### config.mk
export PLATFORM = sky130hd
export DESIGN_NAME = qph_mod_unit
export DESIGN_NICKNAME = d
export VERILOG_FILES = /design/src/hw/rtl/qph_mod_unit.sv
export SDC_FILE = /design/constraint.sdc
export NUM_CORES = 1
export LEC_CHECK = 0
export BUFFER_PORTS_ARGS = -buffer_cell sky130_fd_sc_hd__buf_4
export CORE_ASPECT_RATIO = 0.5
export CORE_MARGIN = 5
export CORE_UTILIZATION = 52
export DETAILED_ROUTE_END_ITERATION = 7
export GPL_TIMING_DRIVEN = 0
export PLACE_DENSITY = 0.79
export SLEW_MARGIN = 30
export SYNTH_ARGS = -nofsm -noshare
export SYNTH_HDL_FRONTEND = slang
export SYNTH_SLANG_ARGS = --single-unit
### constraint.sdc
create_clock -name i_clk -period 16 [get_ports i_clk]
set_clock_uncertainty 0.15 [all_clocks]
set_input_delay 1.6 -clock i_clk [delete_from_list [all_inputs] [get_ports i_clk]]
set_output_delay 1.6 -clock i_clk [all_outputs]
set_load 0.01 [all_outputs]
### src/hw/rtl/qph_mod_unit.sv
// Pipelined unit that reduces a signed key to its non-negative home slot by reciprocal multiplication.
module qph_mod_unit #(
    parameter int  TABLE_SIZE = 1031,
    localparam int IW         = $clog2(TABLE_SIZE)
) (
    input  logic          i_clk,
    input  logic          i_rst_n,
    input  logic          i_start,
    input  logic [31:0]   i_key,
    output logic          o_done,
    output logic [IW-1:0] o_home
);

    localparam int          SHIFT = 31 + IW;
    localparam logic [IW:0] MOD_N = (IW+1)'(TABLE_SIZE);
    localparam logic [31:0] RECIP = 32'((64'd1 << SHIFT) / 64'(TABLE_SIZE));

    logic [2:0]    r_pipe;
    logic          r_done;
    logic [31:0]   r_mag;
    logic          r_neg;
    logic [31:0]   r_q;
    logic [IW:0]   r_rem;
    logic [IW-1:0] r_home;
    logic [31:0]   n_q;
    logic [IW:0]   n_rem;
    logic [IW-1:0] n_home;

    // The estimated quotient is low by at most one, so one compare and subtract finishes it.
    always_comb begin
        logic [63:0] prod;
        logic [63:0] back;
        logic [IW:0] rem_t;
        prod  = {32'd0, r_mag} * {32'd0, RECIP};
        n_q   = 32'(prod >> SHIFT);
        back  = {32'd0, r_q} * 64'(TABLE_SIZE);
        n_rem = r_mag[IW:0] - back[IW:0];
        rem_t = r_rem;
        if (rem_t >= MOD_N) begin
            rem_t = rem_t - MOD_N;
        end
        if (r_neg && (rem_t != '0)) begin
            n_home = IW'(MOD_N - rem_t);
        end else begin
            n_home = rem_t[IW-1:0];
        end
    end

    always_ff @(posedge i_clk) begin
        if (!i_rst_n) begin
            r_pipe <= '0;
            r_done <= 1'b0;
        end else begin
            r_pipe <= {r_pipe[1:0], i_start};
            r_done <= r_pipe[2];
        end
    end

    always_ff @(posedge i_clk) begin
        if (i_start) begin
            r_neg <= i_key[31];
            r_mag <= i_key[31] ? (32'd0 - i_key) : i_key;
        end
        if (r_pipe[0]) begin
            r_q <= n_q;
        end
        if (r_pipe[1]) begin
            r_rem <= n_rem;
        end
        if (r_pipe[2]) begin
            r_home <= n_home;
        end
    end

    assign o_done = r_done;
    assign o_home = r_home;

endmodule

**Word-level counts from Yosys, hierarchy flattened**

Cells that the tools add are included.

- Register bits after elaboration: 82
- Input bits: 35
- Output and inout bits: 12
- Logic and storage cells: 20

- $add $sub $neg: 4
- $mul: 2
- Magnitude comparators: 1
- Muxes and demuxes: 3
- Reduce and logical (&&, ||, !) cells: 2

Operators with widths:

| kind | number |
|---|---|
| 32-bit by 32-bit multiplier with 64-bit output, second input constant | 1 |
| 1-bit by 32-bit subtractor with 32-bit output, first input constant | 1 |
| 31-bit 2-to-1 mux | 1 |
| 22-bit by 11-bit multiplier with 12-bit output, second input constant | 1 |
| 12-bit by 11-bit >= comparator with 1-bit output, second input constant | 1 |
| 12-bit 2-to-1 mux | 1 |
| 12-bit nonzero test | 1 |
| 12-bit by 11-bit subtractor with 12-bit output, second input constant | 1 |
| 12-bit subtractor | 1 |
| 11-bit 2-to-1 mux | 1 |
| 11-bit subtractor, first input constant | 1 |
| 1-bit logical AND | 1 |

**Longest topological paths before layout**

- Depth after elaboration: 5
- Mapped depth: 26
- Depth with buffers taken out: 26

**Least setup slack after synthesis**

Ideal clock, no wire load.

- Kind: register -> register
- Start point: register r_mag[3]
- End point: register r_q[7], data pin
- Library setup time: 260 ps
- Data arrival time: 6809 ps
- Setup slack: 8781 ps
- Cell stages (with the launch flop): 23
- Path buffers: 0
- Cell sequence: edfxtp_1 inv_1 fa_1 inv_1 fa_1 fa_1 fa_1 fa_1 fa_1 fa_1 inv_1 fa_1 inv_1 ha_1 a21oi_1 o21ai_0 o2111ai_1 a311o_1 a21oi_1 a31oi_1 o21ai_0 a21oi_1 xnor2_1

- Cells in the longest elaborated chain, start to end: 1

RTL lines:

| what | RTL line | text |
|---|---|---|
| start, declared | 20 | `logic [31:0] r_mag;` |
| start signal, assigned | 62 | `r_mag <= i_key[31] ? (32'd0 - i_key) : i_key;` |
| 32-bit by 32-bit multiplier with 64-bit output | 34 | `prod = {32'd0, r_mag} * {32'd0, RECIP};` |
| net n_q[7] | 25 | `logic [31:0] n_q;` |
| end signal, assigned | 65 | `r_q <= n_q;` |
| end, declared | 22 | `logic [31:0] r_q;` |

The timed path passes the listed nets, and every way through them passes these cells.
A chain may end at the register's enable or synchronous reset.

**Worst setup path in the final report**

Ends and elaborated chain as after synthesis.

==> impl_metrics.json <==
{
  "cts_resized": 0,
  "antenna_found_initial": 0,
  "area_growth_syn_to_layout_pct": 6.30,
  "die_y_um": 147,
  "grt_pass1_wl_um": 69400,
  "wl_per_cell_um": 17.2,
  "vias": 12487,
  "drv_slew": 0,
  "routed_via_density": 5.17,
  "setup_viol": 0,
  "rows": 50,
  "cp_max_fo": 13,
  "setup_tns_ns": 0,
  "tightestPinTransition_ns": 0.946,
  "die_w_um": 284,
  "hpwlAfterDp_um": 36000,
  "fmax_ghz": 0.114,
  "cts_tree": "done",
  "ys_seq_elements": 72,
  "ys_warn_count": 0,
  "clk_pin_slew_worst_paths_ns": 0.06,
  "final_nets": 2725,
  "core-area_um2": 37300,
  "io_buffer_count": 46,
  "cpPeakStageDelay_ns": 0.88,
  "drtAntennaViolNets": 0,
  "path_common_cell": "fa_1",
  "cts_root_buf": "clkbuf_16",
  "worstPathCellList": "inv_1 > fa_1 > inv_1 > fa_1 > fa_1 > fa_1 > fa_1 > fa_1 > fa_1 > inv_1 > fa_1 > inv_1 > ha_1 > a21oi_1 > o21ai_0 > a211o_1 > a221oi_1 > a21oi_1 > a31oi_1 > o21ai_0 > a21oi_1 > xnor2_1",
  "drc": 0,
  "end_kind": "flop",
  "drive_gt1_share_pct": 4.11,
  "async_flop_share_pct": 0,
  "fin_crit_ns": 8.78,
  "grt_pass1_vias": 13814,
  "cts_setup_buffers": 0,
  "yosysMostFrequentCell": "inv_1",
  "maxCapViolCount": 0,
  "worstSkewPairLatency_ns": 0.35,
  "drt_wl_total_um": 41400,
  "finalCritPeriodShare_pct": 54.9,
  "crit_slowest_cell": "edfxtp_1",
  "ys_seq_area_share_pct": 10.8,
  "htreeDepth": 3,
  "critPathArrivalTime_ns": 8.72,
  "status": "finished clean",
  "cts_buffers": 9,
  "crit_type": "reg -> reg",
  "required_ns": 15.95,
  "syn_avg_cell_area_um2": 10.5,
  "synthTopCellsByArea": "fa_1 (39%), ha_1 (25%), inv_1 (12%)",
  "overflow": 0,
  "multi_input_area_um2": 15000,
  "syn_nets": 2668,
  "holdCritPathClass": "reg -> reg",
  "gp_congestion": 0.894,
  "synthCells": 1858,
  "first_pass_iters": 6,
  "finalHoldViolations": 0,
  "grt.total_usage_pct": 20.8,
  "rsz0062_at_grt": "no",
  "start_util_pct": 52.5,
  "grt_max_degree": 35,
  "synth_commonest_cells": "inv_1 (647), ha_1 (397), fa_1 (378)",
  "die_area_um2": 41900,
  "cts_buffer_depth": 2,
  "drt_iter0_drc": 739,
  "fillers": 3016,
  "synth_edf_count": 68,
  "synth.largest_area_cell": "fa_1",
  "cts_hold_buf": 0,
  "netlist_area_um2": 19600,
  "cts.sinks": 72,
  "synth_top_area_share_pct": 38.6,
  "cp-start-kind": "flop",
  "holdWs_ns": 0.546,
  "regArea_um2": 2120,
  "slew_headroom_pct": 36.9,
  "antenna_cells": 0,
  "synth_cell_types": 61,
  "boundaryPins": 47,
  "synth_ff_type": "edfxtp_1"
}
## state kept, by name (all words and copies together) (netlist names)
name,flops
r_mag,32
r_q,12
r_rem,12
o_home,11
r_pipe,3
o_done,1
r_neg,1
## cell usage in the layout, fill, tap and decap left out, types with 9 or more instances in the layout
| cell | count |
|---|---|
| a21o_1 | 13 |
| a21oi_1 | 38 |
| buf_4 | 46 |
| clkbuf_16 | 9 |
| edfxtp_1 | 68 |
| fa_1 | 378 |
| ha_1 | 397 |
| inv_1 | 647 |
| nand2_1 | 28 |
| nor2_1 | 19 |
| nor2b_1 | 9 |
| o21ai_0 | 30 |
| xnor2_1 | 77 |
| xor2_1 | 12 |
## area by class of cell
| class | instances | area share [%] |
|---|---|---|
| tap | 494 | 2.97 |
| inverter | 647 | 11.7 |
| clock buffer | 10 | 1.10 |
| timing repair buffer | 46 | 1.66 |
| clock inverter | 6 | 0.204 |
| multi-input combinational | 1131 | 72.1 |
| sequential | 72 | 10.2 |
| buffer | 8 | 0.150 |
## worst paths after layout
check | from | endpoint | slack (ns) | depth (start not counted)
setup / recovery | r_mag[3] | r_q[7] | 7.22 | 22
hold / removal | r_pipe[2] | o_home[8] | 0.55 | 0
setup reg to reg | r_mag[3] | r_q[7] | 7.22 | 22
hold reg to reg | r_pipe[2] | o_home[8] | 0.55 | 0
## critical path, delay by kind of cell, from the launching register on
kind            cells  cell delay (ns)
compound gates      8             2.26
xor+xnor            1             0.09
fa+ha+maj           9             4.51
buf+inv             4             0.62
flops               1             0.88
## kinds of logic (layout without fill, tap and decap cells)
logic type | Yosys count | count (layout) | synth area share [%]
xor gates and xnor gates | 89 | 89 | 3.98
DFF | 72 | 72 | 10.8
muxes | 2 | 2 | 0.102
adders and majority gates | 775 | 775 | 64.0
buffers and inverters | 655 | 717 | 12.6
AOI/OAI and AO/OA | 143 | 143 | 4.98
and+or+nand+nor | 122 | 122 | 3.55
## per-layer routing
layer	up-vias	GRT usage, %	part of all wire [%]
met5	-	0	0
met4	0	3.32	1.4
met3	60	3.57	6.4
met2	312	36.2	49
met1	6292	28.2	43
li1	5823	-	-
## per-stage QoR
step / instances / util (%) / worst slack [ns] / area (um^2)
after floorplan: 1858 / - / 8.78 / 19600
after global placement: 2398 / 55.1 / 7.39 / 20500
after detailed placement: 2398 / 55.1 / 7.28 / 20500
after CTS: 2414 / 55.8 / 7.24 / 20800
after global routing: 2414 / 55.8 / 6.84 / 20800
final: 2414 / 55.8 / 7.22 / 20800
Power is not shown: default switching activity piles up to over one toggle a cycle in this logic, so the estimate is an artifact.
