--- src/hw/rtl/qph_pkg.sv ---
// Shared types and constants of the quadratic probing hash table.
package qph_pkg;

    localparam int IN_TDATA_W  = 104;
    localparam int OUT_TDATA_W = 40;

    localparam logic [1:0] MODE_FIND   = 2'd0;
    localparam logic [1:0] MODE_UPSERT = 2'd1;
    localparam logic [1:0] MODE_CLEAR  = 2'd2;

    typedef enum logic [2:0] {
        ST_INIT,
        ST_IDLE,
        ST_HASH,
        ST_ISSUE,
        ST_CHECK,
        ST_CLEAR,
        ST_OUT
    } t_state;

    typedef struct packed {
        logic        used;
        logic [31:0] key;
        logic [31:0] value;
    } t_slot;

    typedef struct packed {
        logic start;
        logic step;
    } t_probe_ctl;

endpackage

--- src/hw/rtl/qph_probe_gen.sv ---
// Probe address generator that walks the quadratic sequence without multiplying.
module qph_probe_gen #(
    parameter int  TABLE_SIZE = 1031,
    parameter int  MAX_ROUNDS = 64,
    localparam int IW         = $clog2(TABLE_SIZE),
    localparam int RW         = $clog2(MAX_ROUNDS + 1)
) (
    input  logic                  i_clk,
    input  logic                  i_rst_n,
    input  qph_pkg::t_probe_ctl   i_ctl,
    input  logic [IW-1:0]         i_home,
    output logic [IW-1:0]         o_idx,
    output logic                  o_last
);

    localparam logic [IW:0]   MOD_N = (IW+1)'(TABLE_SIZE);
    localparam logic [IW-1:0] SQ1   = IW'(1 % TABLE_SIZE);
    localparam logic [IW-1:0] ODD1  = IW'(3 % TABLE_SIZE);
    localparam logic [IW-1:0] TWO   = IW'(2 % TABLE_SIZE);

    logic [IW-1:0] r_sq;
    logic [IW-1:0] r_odd;
    logic [RW-1:0] r_round;
    logic          r_side;
    logic [IW-1:0] n_sq;
    logic [IW-1:0] n_odd;
    logic [IW-1:0] left_idx;
    logic [IW-1:0] right_idx;

    always_comb begin
        logic [IW:0] s_sq;
        logic [IW:0] s_odd;
        logic [IW:0] s_left;
        logic [IW:0] s_right;
        s_sq = {1'b0, r_sq} + {1'b0, r_odd};
        if (s_sq >= MOD_N) begin
            s_sq = s_sq - MOD_N;
        end
        s_odd = {1'b0, r_odd} + {1'b0, TWO};
        if (s_odd >= MOD_N) begin
            s_odd = s_odd - MOD_N;
        end
        s_left = {1'b0, i_home} + MOD_N - {1'b0, r_sq};
        if (s_left >= MOD_N) begin
            s_left = s_left - MOD_N;
        end
        s_right = {1'b0, i_home} + {1'b0, r_sq};
        if (s_right >= MOD_N) begin
            s_right = s_right - MOD_N;
        end
        n_sq      = s_sq[IW-1:0];
        n_odd     = s_odd[IW-1:0];
        left_idx  = s_left[IW-1:0];
        right_idx = s_right[IW-1:0];
    end

    always_ff @(posedge i_clk) begin
        if (!i_rst_n) begin
            r_side  <= 1'b0;
            r_round <= '0;
        end else if (i_ctl.start) begin
            r_side  <= 1'b0;
            r_round <= RW'(1);
        end else if (i_ctl.step) begin
            r_side <= ~r_side;
            if (r_side) begin
                r_round <= r_round + RW'(1);
            end
        end
    end

    always_ff @(posedge i_clk) begin
        if (i_ctl.start) begin
            r_sq  <= SQ1;
            r_odd <= ODD1;
        end else if (i_ctl.step && r_side) begin
            r_sq  <= n_sq;
            r_odd <= n_odd;
        end
    end

    assign o_idx  = r_side ? right_idx : left_idx;
    assign o_last = r_side && (r_round == RW'(MAX_ROUNDS));

endmodule

--- config.mk ---
export PLATFORM = sky130hd
export DESIGN_NAME = qph_probe_gen
export DESIGN_NICKNAME = d
export VERILOG_FILES = /design/src/hw/rtl/qph_pkg.sv /design/src/hw/rtl/qph_probe_gen.sv
export SDC_FILE = /design/constraint.sdc
export NUM_CORES = 1
export LEC_CHECK = 0
export ABC_AREA = 1
export BUFFER_PORTS_ARGS = -buffer_cell sky130_fd_sc_hd__buf_2
export CAP_MARGIN = 0
export CORE_ASPECT_RATIO = 1.1
export CORE_UTILIZATION = 50
export CTS_CLUSTER_SIZE = 20
export DETAILED_ROUTE_END_ITERATION = 16
export PLACE_DENSITY_LB_ADDON = 0.3
export SLEW_MARGIN = 20
export SYNTH_ARGS = -nofsm -noshare
export SYNTH_HDL_FRONTEND = slang
export SYNTH_SLANG_ARGS = --single-unit
--- constraint.sdc ---
create_clock -name i_clk -period 7 [get_ports i_clk]
set_clock_uncertainty 0.2 [all_clocks]
set_input_delay 0.7 -clock i_clk [delete_from_list [all_inputs] [get_ports i_clk]]
set_output_delay 0.7 -clock i_clk [all_outputs]
set_load 0.01 [all_outputs]
# --- Yosys cells after proc, flatten, opt, wreduce, memory -nomap -nowiden ---
# Index checks and enable logic that the tools add are counted.
op_classes:
  bitwise: 2
  n_eq_ne: 1
  n_reduce_logical: 7
  n_lt_le_gt_ge: 4
  muxes: 8
  add_sub_neg: 10
op_table:
  columns: ["operator", "n"]
  rows:
  - ["11-bit two-way mux", 5]
  - ["12-bit by 11-bit greater-or-equal comparator with 1-bit output (second input constant)", 4]
  - ["11-bit subtractor (second input constant)", 4]
  - ["11-bit by 11-bit adder with 12-bit output", 2]
  - ["11-bit by 11-bit adder with 12-bit output (second input constant)", 1]
  - ["11-bit by 2-bit adder with 12-bit output (second input constant)", 1]
  - ["12-bit by 11-bit subtractor with 12-bit output", 1]
  - ["7-bit by 1-bit adder with 7-bit output (second input constant)", 1]
  - ["7-bit == test (second input constant)", 1]
  - ["2-bit AND reduction", 2]
  - ["2-bit nonzero test", 2]
  - ["1-bit two-way mux", 3]
  - ["1-bit logical AND", 2]
  - ["1-bit NOT", 2]
  - ["2-bit OR reduction", 1]
totals:
  reg_bits: 30
  input_bits: 15
  elab_cells: 37
  out_inout_bits: 12

# --- Longest topological paths before layout ---
# Gate-level depths: netlist (run 1).
logic_depth:
  ltp_word: 5
  mapped_depth: 20

# --- Worst setup path before layout (run 1) ---
# OpenSTA, ideal clock, no wires.
synth_timing:
  path_type: "input -> output"
  start: "input port i_home[1]"
  end: "output port o_idx[2]"
  arrival_ns: 2.982
  required_ns: 6.100
  path_stages: 15
  path_slack_ns: 3.118
  path_cell_list: "ha_1 > ha_1 > inv_1 > fa_1 > nor2_1 > nor2_1 > nand3_1 > nor2_1 > nand3_1 > o21bai_2 > nand2_2 > buf_2 > a21oi_1 > nand2_1 > nand2_1"
synth_between:
  elab_chain_cells: 5
synth_lines:
  columns: ["element", "line_no", "source"]
  rows:
  - ["from (decl)", "qph_probe_gen.sv:11", "input logic [IW-1:0] i_home,"]
  - ["11-bit by 11-bit adder with 12-bit output", "qph_probe_gen.sv:43", "s_left = {1'b0, i_home} + MOD_N - {1'b0, r_sq};"]
  - ["12-bit by 11-bit subtractor with 12-bit output", "qph_probe_gen.sv:43", null]
  - ["11-bit subtractor or 12-bit by 11-bit greater-or-equal comparator with 1-bit output (tied branches)", "qph_probe_gen.sv:45, qph_probe_gen.sv:44", null]
  - ["11-bit two-way mux", "qph_probe_gen.sv:44", "if (s_left >= MOD_N) begin"]
  - ["11-bit two-way mux *", "qph_probe_gen.sv:82", "assign o_idx = r_side ? right_idx : left_idx;"]
  - ["to (decl)", "qph_probe_gen.sv:12", "output logic [IW-1:0] o_idx,"]
# Mark *: on every way between the ends. The rest lies on a longest branch, timed or not.

# --- Worst setup path after layout (run 1) ---
layout_timing:
  start: "register r_sq[1]"
  end: "output port o_idx[5]"
layout_between:
  elab_chain_cells: 4
layout_lines:
  columns: ["element", "line_no", "source"]
  rows:
  - ["from (decl)", "qph_probe_gen.sv:21", "logic [IW-1:0] r_sq;"]
  - ["from (signal assigned)", "qph_probe_gen.sv:77", "r_sq <= n_sq;"]
  - ["12-bit by 11-bit subtractor with 12-bit output or 11-bit by 11-bit adder with 12-bit output (tied branches)", "qph_probe_gen.sv:43, qph_probe_gen.sv:47", null]
  - ["11-bit subtractor (tied with other cells)", "qph_probe_gen.sv:45", "s_left = s_left - MOD_N;"]
  - ["11-bit two-way mux, on equally long branches", "qph_probe_gen.sv:44, qph_probe_gen.sv:48", null]
  - ["11-bit two-way mux *", "qph_probe_gen.sv:82", null]
# Marks and branches as above.

==> parameters.txt, run 1 <==
Parameter                              Value

Worst hold path
  Class of the most critical hold timing path ... register to register
  Endpoint of the worst hold-timing path ... r_round[6]
  Number of stages on the worst hold path ... 2
  Min-Delay Startpoint ... r_round[6]

Power and ir drop
  Net switching share of the total power ... 42.87%
  Total power ... 0.6956 mW
  Power Internal ... 0.3974 mW
  Maximum resistive drop on vdd ... 0.07860 mV
  Seq pwr share ... 26.2%
  Net switching power figure ... 0.2982 mW
  Cell area power density ... 142.8 mW/mm^2
  Combinational Power Share ... 49.6%
  Part of the total power dissipated in the clock network ... 24.2%
  Reported leakage power ... 2.779 nW

Clock network
  Maximum root-to-sink buffer count ... 2
  Number of CTS-inserted buffers ... 5
  Clock-pin slew on the worst setup and hold paths ... 70 ps
  H-tree levels ... 2
  Number of gates resized after CTS ... 0
  Cell at the root of the clock tree ... clkbuf_8
  CTS tree ... done
  Clk_lat worst skew ... 290 ps
  Buffer count from post-CTS setup fixing ... 0
  Clock sink count ... 30
  Count of hold-fix buffers inserted at cts ... 0

STA
  Headroom to the max-slew limit ... 36.83%
  Setup_tns ... 0 ps
  Final critical delay including setup and external delays ... 4590 ps
  Setup repair after global routing missed its margin ... no
  Final Max Tran Viols ... 0
  Fraction of the cycle the final worst path needs ... 65.58%
  Final Hold Viols ... 0
  Achievable clock frequency ... 217.8 MHz
  Transition time at the pin with the least slew margin ... 946.5 ps
  Final number of setup-violating endpoints ... 0

Route
  Residual DRC count ... 0
  Remaining antenna violation count ... 0
  Ratio of routed vias to standard cells ... 5.242
  Count of TritonRoute iterations in the first routing pass ... 5
  Total detailed-routing wirelength ... 11920 um
  Total via count after detailed routing ... 4959
  Average wire length per cell after detail routing ... 12.60 um
  Number of design-rule violations left by the first detailed-router iteration ... 153

Status
  Status ... finished clean

Yosys
  Share of the yosys chip area belonging to registers ... 13.16%
  Cell type with the largest total area after synthesis ... nand2_1
  Most repeated cell in the gate-level netlist after synthesis ... nand2_1
  Post-synthesis cell type count ... 36
  Post-synth design cell area ... 0.004563 sq mm
  Average size of a mapped cell ... 5.620 sq um
  Async set-reset flop share out of synthesis ... 0%
  EDFF count, synth ... 0
  Synth top area share ... 22.29%
  Number of cells produced by synthesis ... 812
  Synth top area cells ... nand2_1, ha_1, dfxtp_1
  Most used standard cells in the synthesized netlist ... nand2_1, inv_1, nand3_1
  Post-synthesis sequential element count ... 30
  Most used flip-flop cell after synthesis ... dfxtp_1
  Yosys synthesis warning count ... 0
  Synth Net Count ... 881

Floorplanning
  Std cell rows ... 36
  Vertical die dimension ... 102.2 um
  Boundary pin count ... 27
  Core Region ... 0.008874 sq mm
  Die boundary width ... 93.09 um
  Initial core utilization ... 51.42%
  Area of the die ... 0.009513 sq mm

Critical path
  Startpoint type of the worst setup path ... register
  Category of the most critical setup path ... register to output pin
  Data arrival time at the worst-slack endpoint ... 3690 ps
  R2R Path End ... r_sq[7]
  Critical path capture point type ... output pin
  Minimum setup slack among reg-to-reg paths ... 3650 ps
  Depth of the most critical reg-to-reg path ... 15
  Data required time of the critical path ... 6100 ps
  Largest driver fanout on the critical path ... 16
  Start point of the critical path ... r_sq[1]
  Reg-to-reg critical path startpoint ... r_odd[0]

Placement
  Number of buffer cells added on primary ports ... 26
  Final GP Congestion ... 1.004
  Half-perimeter wire length of the detailed placement result ... 9759 um

Global route
  Overflow left after global routing ... 0
  Via count of the first global-routing pass ... 4729
  Maximum number of pins on one net before global-route repair ... 30
  Total global routing track utilization ... 25.73%
  Antenna violations before repair ... 0
  Wire length of the first global-routing pass ... 19710 um

Cells and area
  Share of cells above drive strength 1 ... 7.091%
  P&R area growth vs syn ... 6.745%
  Fin nets ... 900
  Number of antenna cells inserted ... 0

Run
  Max-cap viol count ... 0
[final cells by class]
class | instances | area, sq um
Fill cell | 922 | 4003
Multi-Input combinational cell | 628 | 3362
Sequential cell | 30 | 600.6
Inverter | 140 | 525.5
Tap cell | 114 | 142.6
Timing Repair Buffer | 26 | 130.1
Clock buffer | 8 | 110.1
[worst max path at each step]
stage	slack (ps)	depth (start not counted)	to
6_report	2410	16	o_idx[5]
2_1_floorplan	3120	15	o_idx[2]
3_5_place_dp	2470	16	o_idx[5]
5_1_grt	2160	18	o_idx[7]
4_1_cts	2390	16	o_idx[5]
3_3_place_gp	2570	16	o_idx[5]
[critical path, cell delays in order (launching register included)]
cell      delay, ps
dfxtp_1         460
inv_1           120
ha_1            320
ha_1            210
inv_1            70
fa_1            530
nor2_1           90
nor2_1          200
nand3_1         100
nor2_1          220
nand3_1         190
o21bai_2        180
nand2_2         200
o21ai_1         260
nand2_1          70
nand2_1          70
buf_2           120
[stage by stage]
step	setup WS [ps]	utilization (%)	hold slack (ps)	cells	area, sq um
floorplan	3118	-	244.5	812	4563
global placement	2567	53.65	266.0	938	4761
detailed placement	2472	53.65	277.9	938	4761
CTS	2391	54.89	290.1	946	4871
global route	2159	54.89	312.6	946	4871
finish	2410	54.89	289.4	946	4871
[cell families (layout without fill, tap and decap cells)]
logic type	Yosys count	in the layout	synth area share (%)
AOI/OAI and AO/OA	84	84	10.31
DFF	30	30	13.16
and+or+nand+nor	468	468	43.68
adders and majority gates	54	54	15.30
xor gates and xnor gates	22	22	4.387
buffers and inverters	154	174	13.16
[sequential cells by signal (all words and copies together) (netlist names)]
name / flops
r_side: 1
r_sq: 11
r_odd: 11
r_round: 7
[power by group through the flow]
stage	sequential (mW)	clock, mW	combinational (mW)
after floorplan	0.183	0	0.260
after global placement	0.186	0	0.334
after detailed placement	0.186	0	0.343
after CTS	0.182	0.170	0.344
after global routing	0.183	0.178	0.391
final	0.182	0.169	0.345
[per-layer routing]
metal / GRT usage [%] / wire (um) / up-vias
met2: 51.70 / 6201 / 91
li1: - / - / 2603
met1: 25.47 / 4772 / 2236
met5: 0 / 0 / -
met3: 2.232 / 352 / 29
met4: 15.27 / 590 / 0
[layout by cell type (no fill, tap or decap), drive strengths merged]
| master | n |
|---|---|
| nand2 | 277 |
| inv | 140 |
| nand3 | 88 |
| nor2 | 70 |
| ha | 51 |
| a21oi | 45 |
| dfxtp | 30 |
| buf | 26 |
| o21ai | 26 |
| xor2 | 18 |
| nand4 | 16 |
| nand3b | 11 |
| clkbuf | 8 |
| o21bai | 6 |
| xnor2 | 4 |
| nor3 | 4 |
| fa | 3 |
| a31oi | 2 |
| a211oi | 2 |
| and2 | 1 |
| or2 | 1 |
| a21boi | 1 |
| o211ai | 1 |
| o2111ai | 1 |
No activity file was read; power rests on OpenSTA's default activity.
==> run 2: changes to the inputs <==
ABC_AREA = 0   (was 1)
clock period = 3.9 ns   (was 7 ns; I/O delays follow)
==> parameters.txt, run 2 <==
Parameter                              Value

Critical path
  Minimum setup slack among reg-to-reg paths ... 200 ps
  Largest driver fanout on the critical path ... 5
  Critical path capture point type ... output pin
  Start point of the critical path ... r_sq[0]
  Data arrival time at the worst-slack endpoint ... 3440 ps
  Reg-to-reg critical path startpoint ... r_sq[0]
  Data required time of the critical path ... 3310 ps
  Startpoint type of the worst setup path ... register
  Category of the most critical setup path ... register to output pin

Cells and area
  Area occupied by multi-input gates ... 0.003904 sq mm
  Number of antenna cells inserted ... 0
  Count of fill cells added during filler insertion ... 738
  P&R area growth vs syn ... 23.46%
  Commonest non-fill, non-tap cells in the layout ... buf_4, nor2_1, ha_1, a21oi_1, inv_1
  Final core utilization ... 64.69%
  Seq. cell area ... 610.6 sq um
  Final instance area ... 0.005524 sq mm
  Share of cells above drive strength 1 ... 26.20%
  Leading cell type in the layout, fill and taps excluded ... buf_4
  Registers with the most flip-flops ... r_odd (11), r_sq (11), r_round (7)
  Fin nets ... 736

Placement
  Half-perimeter wire length of the detailed placement result ... 9115 um
  Final GP Congestion ... 0.9018
  Number of buffer cells added on primary ports ... 26
  Placement Cell Area ... 0.005022 sq mm
  Worst slack, placed ... -223.4 ps

STA
  Achievable clock frequency ... 248.3 MHz
  Min Hold Slack ... 130.9 ps
  Headroom to the max-slew limit ... 44.76%
  Setup repair after global routing missed its margin ... yes
  Fraction of the cycle the final worst path needs ... 103.2%
  Final number of setup-violating endpoints ... 10
  Transition time at the pin with the least slew margin ... 827.4 ps
  Crit path setup slack, layout ... -126.6 ps
  Setup_tns ... -590.2 ps
  Final critical delay including setup and external delays ... 4027 ps
  Final Hold Viols ... 0
  Final Max Tran Viols ... 0

Clock network
  H-tree levels ... 2
  Clock sink count ... 30
  Number of CTS-inserted buffers ... 5
  Clock-pin slew on the worst setup and hold paths ... 70 ps
  Cell at the root of the clock tree ... clkbuf_8
  Clk_lat worst skew ... 280 ps
  CTS tree ... done
  Maximum root-to-sink buffer count ... 2

Yosys
  Average size of a mapped cell ... 7.532 sq um
  Synth top area share ... 14.26%
  Most repeated cell in the gate-level netlist after synthesis ... nor2_1
  Async set-reset flop share out of synthesis ... 0%
  Number of cells produced by synthesis ... 594
  Most used standard cells in the synthesized netlist ... nor2_1, ha_1, a21oi_1
  Post-synthesis cell type count ... 77
  Most used flip-flop cell after synthesis ... dfxtp_1
  Synth top area cells ... ha_1, dfxtp_1, xnor2_1
  EDFF count, synth ... 0
  Synth Net Count ... 663
  Yosys synthesis warning count ... 0
  Post-synth design cell area ... 0.004474 sq mm
  Cell type with the largest total area after synthesis ... ha_1
  Post-synthesis sequential element count ... 30
  Share of the yosys chip area belonging to registers ... 13.42%

Floorplanning
  Vertical die dimension ... 101.2 um
  Die boundary width ... 92.20 um
  Initial core utilization ... 52.40%
  Core Region ... 0.008539 sq mm
  Area of the die ... 0.009332 sq mm
  Std cell rows ... 35
  Boundary pin count ... 27

Route
  Average wire length per cell after detail routing ... 15.45 um
  Top metal layer carrying routed signals ... met4
  Count of TritonRoute iterations in the first routing pass ... 4
  Met2 layer wire length in the routed design ... 6587 um
  Total via count after detailed routing ... 4578
  Number of design-rule violations left by the first detailed-router iteration ... 150
  Total detailed-routing wirelength ... 12030 um
  Residual DRC count ... 0
  M1 wire length ... 4806 um
  Ratio of routed vias to standard cells ... 5.877
  Detail Route met3 WL ... 278 um
  Remaining antenna violation count ... 0

Global route
  Antenna violations before repair ... 0
  Overflow left after global routing ... 0
  Total global routing track utilization ... 25.67%
  Wire length of the first global-routing pass ... 19690 um
  Maximum number of pins on one net before global-route repair ... 28
  Via count of the first global-routing pass ... 4416

Status
  Status ... finished with violations
  Violations in the final reports ... setup timing

Worst hold path
  Min-Delay Startpoint ... i_rst_n
  Class of the most critical hold timing path ... primary input to register

Power and ir drop
  Reported leakage power ... 2.220 nW
  Cell area power density ... 260.9 mW/mm^2
  Maximum resistive drop on vdd ... 0.1394 mV

Run
  Max-cap viol count ... 0
-- run 2: timing repair --
action,in CTS,in global routing
setup buffers,6,5
hold buffers,0,0
setup endpoints to repair,11,11
resized for setup,44,27
pin swaps,23,16
cloned,1,0
-- run 2: cell type report --
type / instances / area share, %
clock buffers: 6 / 1.495
flip-flops and latches: 30 / 11.05
inverters: 40 / 2.718
clock inverters: 2 / 0.2265
multi-input cells: 501 / 70.67
repair buffers: 89 / 11.33
well taps: 111 / 2.514
-- run 2: routing by layer --
metal / track usage (%) / up-vias
met5: 0 / -
met4: 9.856 / 0
met3: 2.402 / 32
met2: 52.81 / 93
met1: 26.49 / 2140
li1: - / 2313
-- run 2: cells by family (layout without fill, tap and decap cells) --
group                      count (synthesis)  after routing  share of synthesized area (%)
and+or+nand+nor                          225            225                          26.93
AOI/OAI and AO/OA                        155            156                          24.78
buffers and inverters                     64            137                          5.844
adders and majority gates                 54             54                          15.60
xor gates and xnor gates                  53             53                          10.37
DFF                                       30             30                          13.42
muxes                                     13             13                          3.048
-- run 2: worst paths after layout --
check	endpoint	cells after the start
setup / recovery	o_idx[7]	14
hold / removal	r_round[0]	2
setup reg to reg	r_sq[9]	12
hold reg to reg	r_round[6]	2
-- run 2: critical path: stages (launching register included) --
cell	delay, ps
dfxtp_4	380
ha_4	130
inv_2	40
fa_2	350
or2_4	260
a2111oi_4	300
a211oi_2	80
or4b_4	520
nor4_4	190
buf_4	190
o21ai_4	80
and3b_1	180
xnor2_1	170
mux2i_1	100
buf_2	180
-- run 2: stage by stage --
stage	total power, mW	cells
floorplan	0.7921	594
global placement	1.011	759
detailed placement	1.034	759
CTS	1.371	774
global route	1.533	779
finish	1.441	779
-- run 2: where the power goes --
group          internal, mW  switching, mW
Sequential            0.313         0.0117
Combinational         0.396          0.449
Clock                 0.142          0.129
